===== config.mk =====
export PLATFORM = sky130hd
export DESIGN_NAME = wmst_ctrl
export DESIGN_NICKNAME = d
export VERILOG_FILES = /design/src/hw/rtl/wmst_pkg.sv /design/src/hw/rtl/wmst_ctrl.sv
export SDC_FILE = /design/constraint.sdc
export NUM_CORES = 1
export LEC_CHECK = 0
export BUFFER_PORTS_ARGS = -buffer_cell sky130_fd_sc_hd__buf_2
export CORE_AREA = 2 2 39 41
export DETAILED_ROUTE_END_ITERATION = 8
export DIE_AREA = 0 0 41 43
export GPL_ROUTABILITY_DRIVEN = 0
export GPL_TIMING_DRIVEN = 0
export PLACE_DENSITY = 0.66
export SLEW_MARGIN = 40
export SYNTH_ARGS = -nofsm -noshare
export SYNTH_HDL_FRONTEND = slang
export SYNTH_SLANG_ARGS = --single-unit

===== constraint.sdc =====
create_clock -name i_clk -period 1.3 [get_ports i_clk]
set_input_delay 0.26 -clock i_clk [delete_from_list [all_inputs] [get_ports i_clk]]
set_output_delay 0.26 -clock i_clk [all_outputs]
set_load 0.005 [all_outputs]

===== src/hw/rtl/wmst_pkg.sv =====
// Shared types and constants for the SSID scan table block.
// Used by the controller, the datapath and the top level; depends on nothing.
package wmst_pkg;

    localparam int MAX_NETWORKS = 32;
    localparam int SSID_MAX     = 32;
    localparam int ADDR_W       = (MAX_NETWORKS > 1) ? $clog2(MAX_NETWORKS) : 1;
    localparam int CNT_W        = $clog2(MAX_NETWORKS + 1);
    localparam int POS_W        = 12;

    localparam logic [7:0]       SUB_MASK       = 8'hF0;
    localparam logic [7:0]       SUB_PROBE      = 8'h40;
    localparam logic [7:0]       SUB_BEACON     = 8'h80;
    localparam logic [7:0]       PRIV_BIT       = 8'h10;
    localparam logic [7:0]       DS_TAG         = 8'd3;
    localparam logic [POS_W-1:0] PROBE_LEN_POS  = 12'd25;
    localparam logic [POS_W-1:0] BEACON_LEN_POS = 12'd37;
    localparam logic [POS_W-1:0] PRIV_POS       = 12'd34;
    localparam logic [POS_W-1:0] BSSID_POS      = 12'd10;
    localparam logic [POS_W-1:0] POS_MAX        = 12'd4095;

    typedef enum logic [1:0] {
        OP_BYTE  = 2'd0,
        OP_CLEAR = 2'd1,
        OP_READ  = 2'd2,
        OP_NONE  = 2'd3
    } t_op;

    typedef enum logic [2:0] {
        KIND_IGNORED = 3'd0,
        KIND_PROBE   = 3'd1,
        KIND_BEACON  = 3'd2,
        KIND_CLEARED = 3'd3,
        KIND_READ    = 3'd4
    } t_kind;

    // Tag walk phases
    typedef enum logic [1:0] {
        TAG_ID   = 2'd0,
        TAG_LEN  = 2'd1,
        TAG_SKIP = 2'd2,
        TAG_DS   = 2'd3
    } t_tag;

    // Which result the datapath loads into the output register
    typedef enum logic [2:0] {
        RES_IGNORE    = 3'd0,
        RES_CLEAR     = 3'd1,
        RES_READ_MISS = 3'd2,
        RES_READ_HIT  = 3'd3,
        RES_MATCH     = 3'd4,
        RES_INSERT    = 3'd5,
        RES_FULL      = 3'd6
    } t_res;

    typedef struct packed {
        logic [SSID_MAX*8-1:0] ssid;
        logic [5:0]            len;
        logic [47:0]           bssid;
        logic [7:0]            chan;
        logic                  secure;
    } t_net_rec;

    typedef struct packed {
        logic frame_step;
        logic frame_clear;
        logic tab_clear;
        logic idx_clear;
        logic idx_inc;
        logic rd_idx;
        logic rd_sel;
        logic wr_ent;
        logic cnt_inc;
        logic load;
        t_res res;
    } t_cmd;

    typedef struct packed {
        t_op  op;
        logic last;
        logic ignore;
        logic beacon;
        logic idx_end;
        logic full;
        logic match;
        logic sel_hit;
        logic out_busy;
    } t_stat;

endpackage


===== src/hw/rtl/wmst_ctrl.sv =====
// Controller state machine for the SSID scan table.
// Depends on wmst_pkg; drives datapath commands from datapath status.
module wmst_ctrl
    import wmst_pkg::*;
(
    input  logic  i_clk,
    input  logic  i_rst_n,
    input  logic  i_in_valid,
    input  t_stat i_stat,
    output logic  o_in_stall,
    output t_cmd  o_cmd
);

    typedef enum logic [2:0] {
        S_IDLE,
        S_FIN,
        S_SRCH,
        S_CMP,
        S_RD
    } t_state;

    t_state r_state;
    t_state n_state;
    logic   w_accept;

    assign o_in_stall = (r_state != S_IDLE) || i_stat.out_busy;
    assign w_accept   = i_in_valid && !o_in_stall;

    // Decode next state and commands
    always_comb begin
        n_state = r_state;
        o_cmd   = '0;
        o_cmd.res = RES_IGNORE;
        case (r_state)
            S_IDLE: begin
                if (w_accept) begin
                    case (i_stat.op)
                        OP_BYTE: begin
                            o_cmd.frame_step = 1'b1;
                            if (i_stat.last) begin
                                n_state = S_FIN;
                            end
                        end
                        OP_CLEAR: begin
                            o_cmd.tab_clear = 1'b1;
                            o_cmd.load      = 1'b1;
                            o_cmd.res       = RES_CLEAR;
                        end
                        OP_READ: begin
                            if (i_stat.sel_hit) begin
                                o_cmd.rd_sel = 1'b1;
                                n_state      = S_RD;
                            end else begin
                                o_cmd.load = 1'b1;
                                o_cmd.res  = RES_READ_MISS;
                            end
                        end
                        default: begin
                        end
                    endcase
                end
            end
            S_FIN: begin
                if (i_stat.ignore) begin
                    o_cmd.load        = 1'b1;
                    o_cmd.res         = RES_IGNORE;
                    o_cmd.frame_clear = 1'b1;
                    n_state           = S_IDLE;
                end else begin
                    o_cmd.idx_clear = 1'b1;
                    n_state         = S_SRCH;
                end
            end
            S_SRCH: begin
                if (i_stat.idx_end) begin
                    o_cmd.load        = 1'b1;
                    o_cmd.frame_clear = 1'b1;
                    n_state           = S_IDLE;
                    if (i_stat.full) begin
                        o_cmd.res = RES_FULL;
                    end else begin
                        o_cmd.res     = RES_INSERT;
                        o_cmd.wr_ent  = 1'b1;
                        o_cmd.cnt_inc = 1'b1;
                    end
                end else begin
                    o_cmd.rd_idx = 1'b1;
                    n_state      = S_CMP;
                end
            end
            S_CMP: begin
                if (i_stat.match) begin
                    o_cmd.wr_ent      = i_stat.beacon;
                    o_cmd.load        = 1'b1;
                    o_cmd.res         = RES_MATCH;
                    o_cmd.frame_clear = 1'b1;
                    n_state           = S_IDLE;
                end else begin
                    o_cmd.idx_inc = 1'b1;
                    n_state       = S_SRCH;
                end
            end
            S_RD: begin
                o_cmd.load = 1'b1;
                o_cmd.res  = RES_READ_HIT;
                n_state    = S_IDLE;
            end
            default: begin
                n_state = S_IDLE;
            end
        endcase
    end

    // Hold state
    always_ff @(posedge i_clk) begin
        if (!i_rst_n) begin
            r_state <= S_IDLE;
        end else begin
            r_state <= n_state;
        end
    end

endmodule


== After elaboration in Yosys (flattened, before gate mapping) ==
Cells that the tools add are included.

* Latch bits: 0
* Output and inout bits: 14
* Memory bits (read-only): 0
* Flip-flop bits (word level): 3
* Logic and storage cells: 58
* Memories: 0
* Bits of input ports: 13
* RAM bits: 0

* Add/subtract/negate cells: 0
* $lt $le $gt $ge: 0
* $mul: 0
* Divide/modulo/power cells: 0
* Shift-type cells: 0
* Multiplexer cells: 40
* Reduce and logical (&&, ||, !) cells: 7
* Eq/ne operators: 10
* Bitwise logic cells: 0

{| class="wikitable"
|+ Operator list
! kind !! count
|-
| 1-bit 2-to-1 mux || 21
|-
| 4-bit case mux with 5 select lines || 1
|-
| 4-bit 2-to-1 mux || 4
|-
| 3-bit case mux with 4 select lines || 1
|-
| 2-bit 2-to-1 mux || 5
|-
| 3-bit 2-to-1 mux || 3
|-
| 4-bit case mux with 2 select lines || 1
|-
| 3-bit by 2-bit == test with 1-bit output (second input constant) || 2
|-
| 6-bit 2-to-1 mux || 1
|-
| 3-bit != test (second input constant) || 2
|-
| 3-bit case mux with 2 select lines || 1
|-
| 4-bit AND reduction || 1
|-
| 3-bit by 1-bit == test with 1-bit output (second input constant) || 1
|-
| 3-bit == test (second input constant) || 1
|-
| 3-bit zero test || 1
|-
| 3-bit by 1-bit != test with 1-bit output (second input constant) || 1
|-
| 1-bit case mux with 3 select lines || 1
|-
| 3-bit nonzero test || 1
|-
| 2-bit by 1-bit == test with 1-bit output (second input constant) || 1
|-
| 2-bit == test (second input constant) || 1
|-
| 2-bit zero test || 1
|-
| 2-bit != test (second input constant) || 1
|-
| 1-bit case mux with 2 select lines || 1
|-
| 1-bit logical AND || 1
|-
| 2 further kinds || 2
|}

== Longest topological paths before layout ==
Gate-level depths: netlist of the first run.

* Word-level depth: 6
* Depth in mapped cells: 6

== Worst setup path before layout of the first run ==
No wires, ideal clock.

* Kind: register to output
* Start: register r_state[0]
* End: output o_cmd[3] (netlist bit)
* Path slack: -0.080 ns
* Data required time: 1.040 ns
* Stages on the path, launching flop included: 5
* Data arrival time: 1.120 ns
* Cell sequence: dfxtp_1 -> mux2i_1 -> nor2_1 -> a31o_2 -> a21o_1

{| class="wikitable"
|+ RTL lines
! what !! line !! source
|-
| start: declaration || wmst_ctrl.sv:22 || <nowiki>t_state r_state;</nowiki>
|-
| start signal: assignment || wmst_ctrl.sv:119 || <nowiki>r_state <= n_state;</nowiki>
|-
| end: declaration || wmst_ctrl.sv:11 || <nowiki>output t_cmd o_cmd</nowiki>
|}

==> metrics.csv, run 1 <==
stage;metric;value;unit
floorplan;row count;14;
critical_path;crit start category;register;
power;Clock power frac;0.414;
yosys;sequential cell area fraction in the yosys report;0.137;
cells_and_area;commonest cells after routing, fill and taps aside;buf_2, buf_6, buf_4;
power;Gate power share;0.347;
floorplan;Die Ht;43;um
power;Sw Share;0.277;
floorplan;full die area;1760;um^2
sta;Hold Vio Cnt, Final;0;
yosys;syn nets;68;
run_status;status;complete, but fails checks;
routing;DRT iter0 DRCs;4;
sta;part of the cycle the worst path needs;1.28;
cells_and_area;Biggest register;r_state;
yosys;Syn Inst Count;51;
global_route;global route overflow;0;
cells_and_area;share of post-route cells with drive strength above 1;0.720;
routing;Antenna Violating Nets Remaining;0;
critical_path;CP max FO;4;
power;Pint;0.000283;W
floorplan;IO Pins;27;
sta;Fin Clk Skew;0.000505;ns
run_status;failing checks;setup timing;
yosys;Synthesis Warnings;0;
power;Max VDD drop;363;uV
clock_tree;clock-pin transition on the worst setup and hold timing paths;0.03;ns
clock_tree;CTS Buf Count;3;
yosys;top_reg_cell synth;dfxtp_1;
global_route;global-route wire length before repair;2230;um
routing;Vias/cell;5.10;
clock_tree;clock latency on the worst-skew pair;0.23;ns
power;sequential power share;0.239;
power;Power Total;0.000392;W
floorplan;total core area;1380;um^2
yosys;Yosys cell types;34;
worst_hold_path;Worst Hold Depth;3;
routing;DRT Pass-1 Iters;2;
placed_design;Placement Setup Slack;-0.327;ns
critical_path;Crit. End Element;output port;
yosys;Post-Syn Area;438;um^2
critical_path;cell depth of the worst flop-to-flop path;10;
cells_and_area;most common cell after layout, fill and taps aside;buf_2;
power;PwrDens;449;nW/um^2
power;Sw Pwr;0.000108;W
placed_design;PortBufs;26;
yosys;ys async rst share;0;
sta;max-slew violations;0;
global_route;vias in the first global route;525;
cells_and_area;Layout area overhead;99.1;%
sta;Final Setup Violations;15;
flow_run;max_cap viols;0;
worst_hold_path;Tightest Hold Check Type;primary input to register;
clock_tree;CTS H-tree depth;1;
routing;Routed WL;1530;um
yosys;syn_area_per_cell;8.59;um^2
routing;via count;592;
clock_tree;TritonCTS clock tree;done;
global_route;largest net degree at the start of global routing;11;
cells_and_area;antenna diode count;0;
global_route;initial antenna violation count;0;
global_route;total global routing track utilization;0.183;
sta;hold_ws;0.286;ns
routing;DRC;0;
cells_and_area;Layout Nets;118;
power;P_leak;0.482;nW
cells_and_area;max reg flops;3;
clock_tree;root buffer cell;clkbuf_4;
sta;Max Freq;0.603;GHz
critical_path;WP data required;1.04;ns
clock_tree;hold bufs inserted after CTS;0;
floorplan;starting density of the core;0.316;
critical_path;WS Path Type;register to output port;
critical_path;WP data arrival;1.40;ns
placed_design;HPWL after detailed placement;839;um
sta;min Tclk post-route;1.66;ns
clock_tree;worst-case clock buffer depth;2;
clock_tree;# clock sinks;3;
sta;worst slew pin tran;0.372;ns
floorplan;Die W;41;um
yosys;number of synthesized flops with an enable pin;0;
cells_and_area;Largest regs;r_state: 3 flops;
sta;Worst Setup Slack, final;-0.358;ns
sta;relative slew slack;0.751;
cells_and_area;fillcell total;126;
routing;wire per inst;13.2;um
yosys;Seq cells post-synth;3;
sta;RSZ-0062 raised after global routing;yes;
[routing by layer]
metal / vias up / GRT usage / wire, um
met5: - / 0 / 0
met4: 0 / 0.0600 / 8
met3: 2 / 0.0314 / 54
met2: 17 / 0.325 / 865
met1: 281 / 0.204 / 605
li1: 292 / - / -
[stage by stage]
stage               TNS (ns)  cell area [um^2]  utilization  cells
CTS                    -3.18               812        0.587    112
finish                 -3.43               872        0.630    116
floorplan            -0.0313               442            -     51
detailed placement     -1.54               592        0.428     93
global placement       -1.46               592        0.428     93
global route           -4.32               872        0.630    116
[synth_stat cells, types with 2 or more instances]
cell,count,area share
ha_1,4,0.11
inv_1,4,0.034
nor2_1,4,0.034
a21o_1,3,0.051
dfxtp_1,3,0.14
a21oi_1,2,0.023
and2_1,2,0.029
nand2_1,2,0.017
nor2b_1,2,0.029
[cell type report]
type,count,area [um^2],share of cell area
Sequential cell,3,65.1,0.0746
Inverter,4,15.0,0.0172
Clock buffer,4,26.3,0.0301
Timing Repair Buffer,45,309,0.354
Tap cell,16,20.0,0.0230
Multi-Input combinational cell,41,409,0.469
Buffer,3,27.5,0.0316
[timing repair]
item / in CTS / in global routing
resized for setup: 21 / 7
endpoints found under the setup margin: 14 / 15
pin swaps: 6 / 3
setup buffers: 15 / 5
[worst max-delay path, cell delays in order, from the launching register on]
cell and delay, ns:
dfxtp_4 0.36, mux2i_2 0.26, nor2_2 0.06, a31o_2 0.22
a21o_1 0.14, buf_2 0.12
[worst paths after layout]
check	end	slack, ns	startpoint
min reg2reg	r_state[1]$_SDFFE_PN0P_	0.65	r_state[2]$_SDFFE_PN0P_
max reg2reg	r_state[1]$_SDFFE_PN0P_	-0.28	r_state[0]$_SDFFE_PN0P_
max	o_cmd[3]	-0.36	r_state[0]$_SDFFE_PN0P_
min	r_state[0]$_SDFFE_PN0P_	0.29	i_rst_n
[power groups by stage]
stage / Clock [W] / Combinational, W / Sequential [W]
finish: 0.000162 / 0.000136 / 0.0000936
global route: 0.000178 / 0.000149 / 0.0000935
CTS: 0.000167 / 0.000125 / 0.0000934
detailed placement: 0 / 0.0000831 / 0.0000968
global placement: 0 / 0.0000820 / 0.0000968
floorplan: 0 / 0.0000431 / 0.0000965
[cell families after synthesis]
family | after synthesis | synth area share
mux | 2 | 0.0486
compound gates | 14 | 0.266
fa+ha+maj | 4 | 0.114
flops | 3 | 0.137
buf+inv | 7 | 0.0886
simple gates | 21 | 0.346
Power figures use the tool's default switching activity.
==> run 2: changes to the inputs <==
==> constraint.sdc (replaced) <==
create_clock -name i_clk -period 1.3 [get_ports i_clk]
set_input_delay 0.13 -clock i_clk [delete_from_list [all_inputs] [get_ports i_clk]]
set_output_delay 0.13 -clock i_clk [all_outputs]
set_load 0.005 [all_outputs]
==> run 2 against run 1 <==
  * The flow still finishes with violations (setup timing)
  * Critical endpoint unchanged
  * First-iteration DRC count is 75% higher
  * Critical path type unchanged
  * Global-route usage is 2.0 points lower
  * Clock skew is 0.0030 ns higher
  * Highest routed layer unchanged
  * Clock power hardly changed
==> metrics.csv, run 2 (synthesis results as in run 1) <==
stage;metric;value;unit
sta;RSZ-0062 raised after global routing;yes;
clock_tree;CTS H-tree depth;1;
cells_and_area;Layout area overhead;71.1;%
cells_and_area;fillcell total;149;
power;Sw Share;0.278;
clock_tree;clock-pin transition on the worst setup and hold timing paths;0.03;ns
worst_hold_path;Tightest Hold Check Type;primary input to register;
critical_path;WP data arrival;1.42;ns
clock_tree;root buffer cell;clkbuf_4;
power;Sw Pwr;0.0000986;W
routing;DRT Pass-1 Iters;4;
critical_path;crit start category;register;
sta;min Tclk post-route;1.55;ns
global_route;total global routing track utilization;0.163;
floorplan;full die area;1760;um^2
clock_tree;clock latency on the worst-skew pair;0.24;ns
sta;max-slew violations;0;
worst_hold_path;Hold EP;r_state[0]$_SDFFE_PN0P_;
power;Power Total;0.000355;W
placed_design;PortBufs;26;
sta;Fin Clk Skew;0.00352;ns
cells_and_area;Biggest register;r_state;
sta;relative slew slack;0.764;
sta;part of the cycle the worst path needs;1.19;
cells_and_area;most common cell after layout, fill and taps aside;buf_2;
routing;Routed WL;1350;um
power;Pint;0.000256;W
floorplan;starting density of the core;0.316;
worst_hold_path;Worst Hold Depth;3;
sta;Sum Neg Setup Slack;-1.39;ns
clock_tree;TritonCTS clock tree;done;
critical_path;cell depth of the worst flop-to-flop path;6;
power;Gate power share;0.274;
floorplan;Die Ht;43;um
cells_and_area;max reg flops;3;
routing;Vias/cell;5.22;
global_route;global route overflow;0;
routing;DRT iter0 DRCs;7;
power;sequential power share;0.264;
global_route;vias in the first global route;518;
global_route;global-route wire length before repair;2050;um
routing;wire per inst;12.9;um
power;Clock power frac;0.462;
critical_path;CP max FO;4;
critical_path;Critical R2R Capture;r_state[1]$_SDFFE_PN0P_;
placed_design;Placement Setup Slack;-0.130;ns
clock_tree;# clock sinks;3;
critical_path;Crit. End Element;output port;
global_route;largest net degree at the start of global routing;11;
run_status;status;complete, but fails checks;
clock_tree;worst-case clock buffer depth;2;
sta;worst slew pin tran;0.354;ns
placed_design;post-placement cell count;93;
cells_and_area;Layout Nets;107;
power;Max VDD drop;212;uV
run_status;failing checks;setup timing;
placed_design;HPWL after detailed placement;846;um
critical_path;r2r startpoint;r_state[1]$_SDFFE_PN0P_;
critical_path;WP data required;1.17;ns
cells_and_area;Largest regs;r_state: 3 flops;
global_route;initial antenna violation count;0;
cells_and_area;commonest cells after routing, fill and taps aside;buf_2, buf_6, nor2_1, inv_1, buf_4;
routing;Antenna Violating Nets Remaining;0;
sta;Worst Setup Slack, final;-0.249;ns
sta;Hold Vio Cnt, Final;0;
cells_and_area;share of post-route cells with drive strength above 1;0.629;
floorplan;IO Pins;27;
cells_and_area;antenna diode count;0;
floorplan;row count;14;
routing;DRC;0;
clock_tree;CTS Buf Count;3;
worst_hold_path;min-delay src;i_rst_n;
sta;Max Freq;0.645;GHz
floorplan;total core area;1380;um^2
power;PwrDens;474;nW/um^2
routing;via count;548;
floorplan;Die W;41;um
critical_path;flop2flop setup slack;0.08;ns
flow_run;max_cap viols;0;
critical_path;WS Path Type;register to output port;
cells_and_area;Post-Layout Cell Count;105;
sta;Final Setup Violations;11;
power;P_leak;0.418;nW
==> run 2: power by group through the flow <==
stage | combinational [W] | clock (W) | sequential [W]
global route | 0.000109 | 0.000176 | 0.0000936
detailed placement | 0.0000819 | 0 | 0.0000966
global placement | 0.0000813 | 0 | 0.0000966
CTS | 0.0000929 | 0.000167 | 0.0000934
floorplan | 0.0000427 | 0 | 0.0000964
finish | 0.0000974 | 0.000164 | 0.0000936
==> run 2: routing by layer <==
metal / global-route usage / routed length [um] / part of all wire
met1: 0.194 / 529 / 0.39
met2: 0.269 / 714 / 0.53
met3: 0.0314 / 92 / 0.068
met4: 0.0667 / 18 / 0.013
met5: 0 / 0 / 0
==> run 2: stage by stage <==
| stage | instance area, um^2 | hold WS (ns) | utilization |
|---|---|---|---|
| 2_1_floorplan | 438 | 0.239 | - |
| 3_3_place_gp | 588 | 0.377 | 0.425 |
| 3_5_place_dp | 588 | 0.384 | 0.425 |
| 4_1_cts | 708 | 0.152 | 0.512 |
| 5_1_grt | 749 | 0.167 | 0.542 |
| 6_report | 749 | 0.153 | 0.542 |
==> run 2: worst max-delay path, cell delays in order, from the launching register on <==
cell     delay (ns)
dfxtp_4        0.37
mux2i_2        0.23
nor2_1         0.09
a31o_2         0.24
a21o_1         0.15
buf_2          0.12
==> run 2: area by class of cell <==
type                    count  area [um^2]  share of cell area
well taps                  16         20.0              0.0267
repair buffers             34          205               0.274
plain buffers               3         27.5              0.0367
inverters                   4         15.0              0.0200
multi-input cells          41          390               0.521
clock buffers               4         26.3              0.0351
flip-flops and latches      3         65.1              0.0868
==> run 2: timing repair <==
action,in CTS,in global routing
hold buffers,0,0
buffers inserted,6,2
setup endpoints to repair,12,13
resized for setup,13,6
pin swaps,3,0
==> run 2: how the worst max path moves through the flow <==
stage	to	slack, ns	depth (start not counted)	from
after global routing	o_cmd[3]	-0.31	5	r_state[2]$_SDFFE_PN0P_
after global placement	o_cmd[1]	-0.14	8	i_stat[8]
after CTS	o_cmd[3]	-0.21	5	r_state[0]$_SDFFE_PN0P_
after floorplan	o_cmd[3]	0.05	4	r_state[0]$_SDFFE_PN0P_
final	o_cmd[3]	-0.25	5	r_state[0]$_SDFFE_PN0P_
after detailed placement	o_cmd[1]	-0.13	8	i_stat[8]
==> run 3: changes to the inputs <==
PLACE_DENSITY = default   (was 0.66)
clock period = 1.6 ns   (was 1.3 ns; I/O delays follow)
==> run 3 against run 2 <==
  * The run now ends clean
  * Critical path type unchanged
  * Sequential power decreased by 18%
  * Largest cell class unchanged
  * Combinational power decreased by 31%
  * Wire length decreased by 23%
  * Clock power decreased by 20%
  * Largest power group unchanged
==> metrics.csv, run 3 (synthesis results as in run 1) <==
stage;metric;value;unit
run_status;status;complete, no violations;
cells_and_area;Layout area overhead;44.3;%
critical_path;crit start category;register;
cells_and_area;Finished Cell Area;632;um^2
cells_and_area;max reg flops;3;
power;Max VDD drop;247;uV
critical_path;WP data arrival;1.39;ns
clock_tree;# clock sinks;3;
routing;DRT iter0 DRCs;2;
routing;Vias/cell;4.93;
sta;Max Freq;0.643;GHz
floorplan;starting density of the core;0.316;
clock_tree;clock latency on the worst-skew pair;0.23;ns
sta;part of the cycle the worst path needs;0.971;
cells_and_area;most common cell after layout, fill and taps aside;buf_2;
power;sequential power share;0.278;
routing;Routed WL;1040;um
clock_tree;Post-CTS Setup Bufs;0;
sta;Final Setup Violations;0;
power;Clock power frac;0.477;
sta;Fin Clk Skew;0.00543;ns
cells_and_area;share of post-route cells with drive strength above 1;0.519;
critical_path;Critical R2R Capture;r_state[0]$_SDFFE_PN0P_;
placed_design;PortBufs;26;
critical_path;crit path max-delay cell type;dfxtp_4;
clock_tree;hold bufs inserted after CTS;0;
critical_path;Crit. End Element;output port;
sta;RSZ-0062 raised after global routing;yes;
routing;via count;478;
clock_tree;root buffer cell;clkbuf_4;
worst_hold_path;Worst Hold Depth;3;
floorplan;total core area;1380;um^2
power;Sw Share;0.261;
critical_path;WP data required;1.44;ns
critical_path;r2r startpoint;r_state[1]$_SDFFE_PN0P_;
power;PwrDens;434;nW/um^2
sta;worst slew pin tran;0.310;ns
critical_path;flop2flop setup slack;0.48;ns
sta;relative slew slack;0.793;
worst_hold_path;Hold EP;r_state[0]$_SDFFE_PN0P_;
floorplan;IO Pins;27;
placed_design;Cell Area, Placed;588;um^2
clock_tree;clock-pin transition on the worst setup and hold timing paths;0.03;ns
floorplan;Die Ht;43;um
power;Pint;0.000203;W
global_route;largest net degree at the start of global routing;11;
global_route;global-route wire length before repair;1830;um
clock_tree;worst-case clock buffer depth;2;
cells_and_area;commonest cells after routing, fill and taps aside;buf_2, inv_1, ha_1;
clock_tree;CTS Buf Count;3;
power;P_leak;0.369;nW
critical_path;CP max FO;4;
critical_path;Critical Path Max Stage Delay;0.38;ns
cells_and_area;Layout Nets;99;
global_route;vias in the first global route;448;
sta;Hold Vio Cnt, Final;0;
sta;max-slew violations;0;
global_route;total global routing track utilization;0.144;
power;Sw Pwr;0.0000716;W
worst_hold_path;min-delay src;i_rst_n;
placed_design;HPWL after detailed placement;836;um
floorplan;Die W;41;um
floorplan;row count;14;
clock_tree;CTS H-tree depth;1;
clock_tree;TritonCTS clock tree;done;
floorplan;full die area;1760;um^2
routing;wire per inst;10.7;um
flow_run;max_cap viols;0;
worst_hold_path;Tightest Hold Check Type;primary input to register;
global_route;initial antenna violation count;0;
critical_path;cell depth of the worst flop-to-flop path;3;
routing;DRT Pass-1 Iters;2;
sta;min Tclk post-route;1.55;ns
sta;Sum Neg Setup Slack;0;ns
power;Gate power share;0.245;
cells_and_area;Largest regs;r_state: 3 flops;
routing;Antenna Violating Nets Remaining;0;
global_route;global route overflow;0;
critical_path;worst-path cell chain;mux2i_1 -> nor2_1 -> a31o_2 -> a21o_1 -> buf_2;
cells_and_area;fillcell total;150;
critical_path;WS Path Type;register to output port;
cells_and_area;antenna diode count;0;
routing;DRC;0;
cells_and_area;Biggest register;r_state;
-- run 3: changes by cell type in the layout (fill, tap and decap cells not counted), sizes merged --
cell / change
buf: -8
-- run 3: critical path: cells and delay by family (launching register included) --
family / cells / cell delay [ns]
and+or+nand+nor: 1 / 0.08
buffers and inverters: 1 / 0.12
AOI/OAI and AO/OA: 2 / 0.38
DFF: 1 / 0.38
muxes: 1 / 0.22
-- run 3: stage by stage --
step           utilization  setup slack, ns  total power (W)  std cells  hold WS [ns]
3_5_place_dp         0.425            0.103         0.000146         93         0.420
2_1_floorplan            -            0.320         0.000113         51         0.269
5_1_grt              0.457          -0.0352         0.000298         97         0.204
3_3_place_gp         0.425            0.121         0.000145         93         0.410
6_report             0.457           0.0459         0.000274         97         0.182
4_1_cts              0.445          0.00775         0.000281         97         0.182
-- run 3: power by group through the flow --
| stage | Sequential [W] | Combinational [W] | Clock (W) |
|---|---|---|---|
| 3_5_place_dp | 0.0000786 | 0.0000670 | 0 |
| 6_report | 0.0000763 | 0.0000672 | 0.000131 |
| 4_1_cts | 0.0000776 | 0.0000676 | 0.000136 |
| 2_1_floorplan | 0.0000783 | 0.0000347 | 0 |
| 5_1_grt | 0.0000764 | 0.0000763 | 0.000145 |
| 3_3_place_gp | 0.0000786 | 0.0000661 | 0 |
-- run 3: final cells by class --
type                    count  area [um^2]  area share
repair buffers             26          130       0.206
clock buffers               4         26.3      0.0416
inverters                   4         15.0      0.0238
flip-flops and latches      3         63.8       0.101
multi-input cells          41          349       0.552
plain buffers               3         27.5      0.0436
well taps                  16         20.0      0.0317
-- run 3: worst max path at each step --
stage,from,end,slack [ns],cells past startpoint
detailed placement,i_stat[8],o_cmd[1],0.10,8
global route,r_state[0]$_SDFFE_PN0P_,o_cmd[3],-0.04,5
global placement,i_stat[8],o_cmd[1],0.12,8
finish,r_state[0]$_SDFFE_PN0P_,o_cmd[3],0.05,5
CTS,r_state[0]$_SDFFE_PN0P_,o_cmd[3],0.008,5
floorplan,r_state[0]$_SDFFE_PN0P_,o_cmd[3],0.32,4
-- run 3: per-layer routing --
metal	up-vias	GRT usage	routed length, um
li1	250	-	-
met2	18	0.225	489
met3	0	0.0314	73
met5	-	0	0
met1	210	0.190	477
met4	0	0.0400	0
-- run 3: repair_timing --
item / 4_1_cts / 5_1_grt
endpoints found under the setup margin: 1 / 6
gates cloned: 0 / 0
pin swaps: 0 / 2
resized for setup: 1 / 5
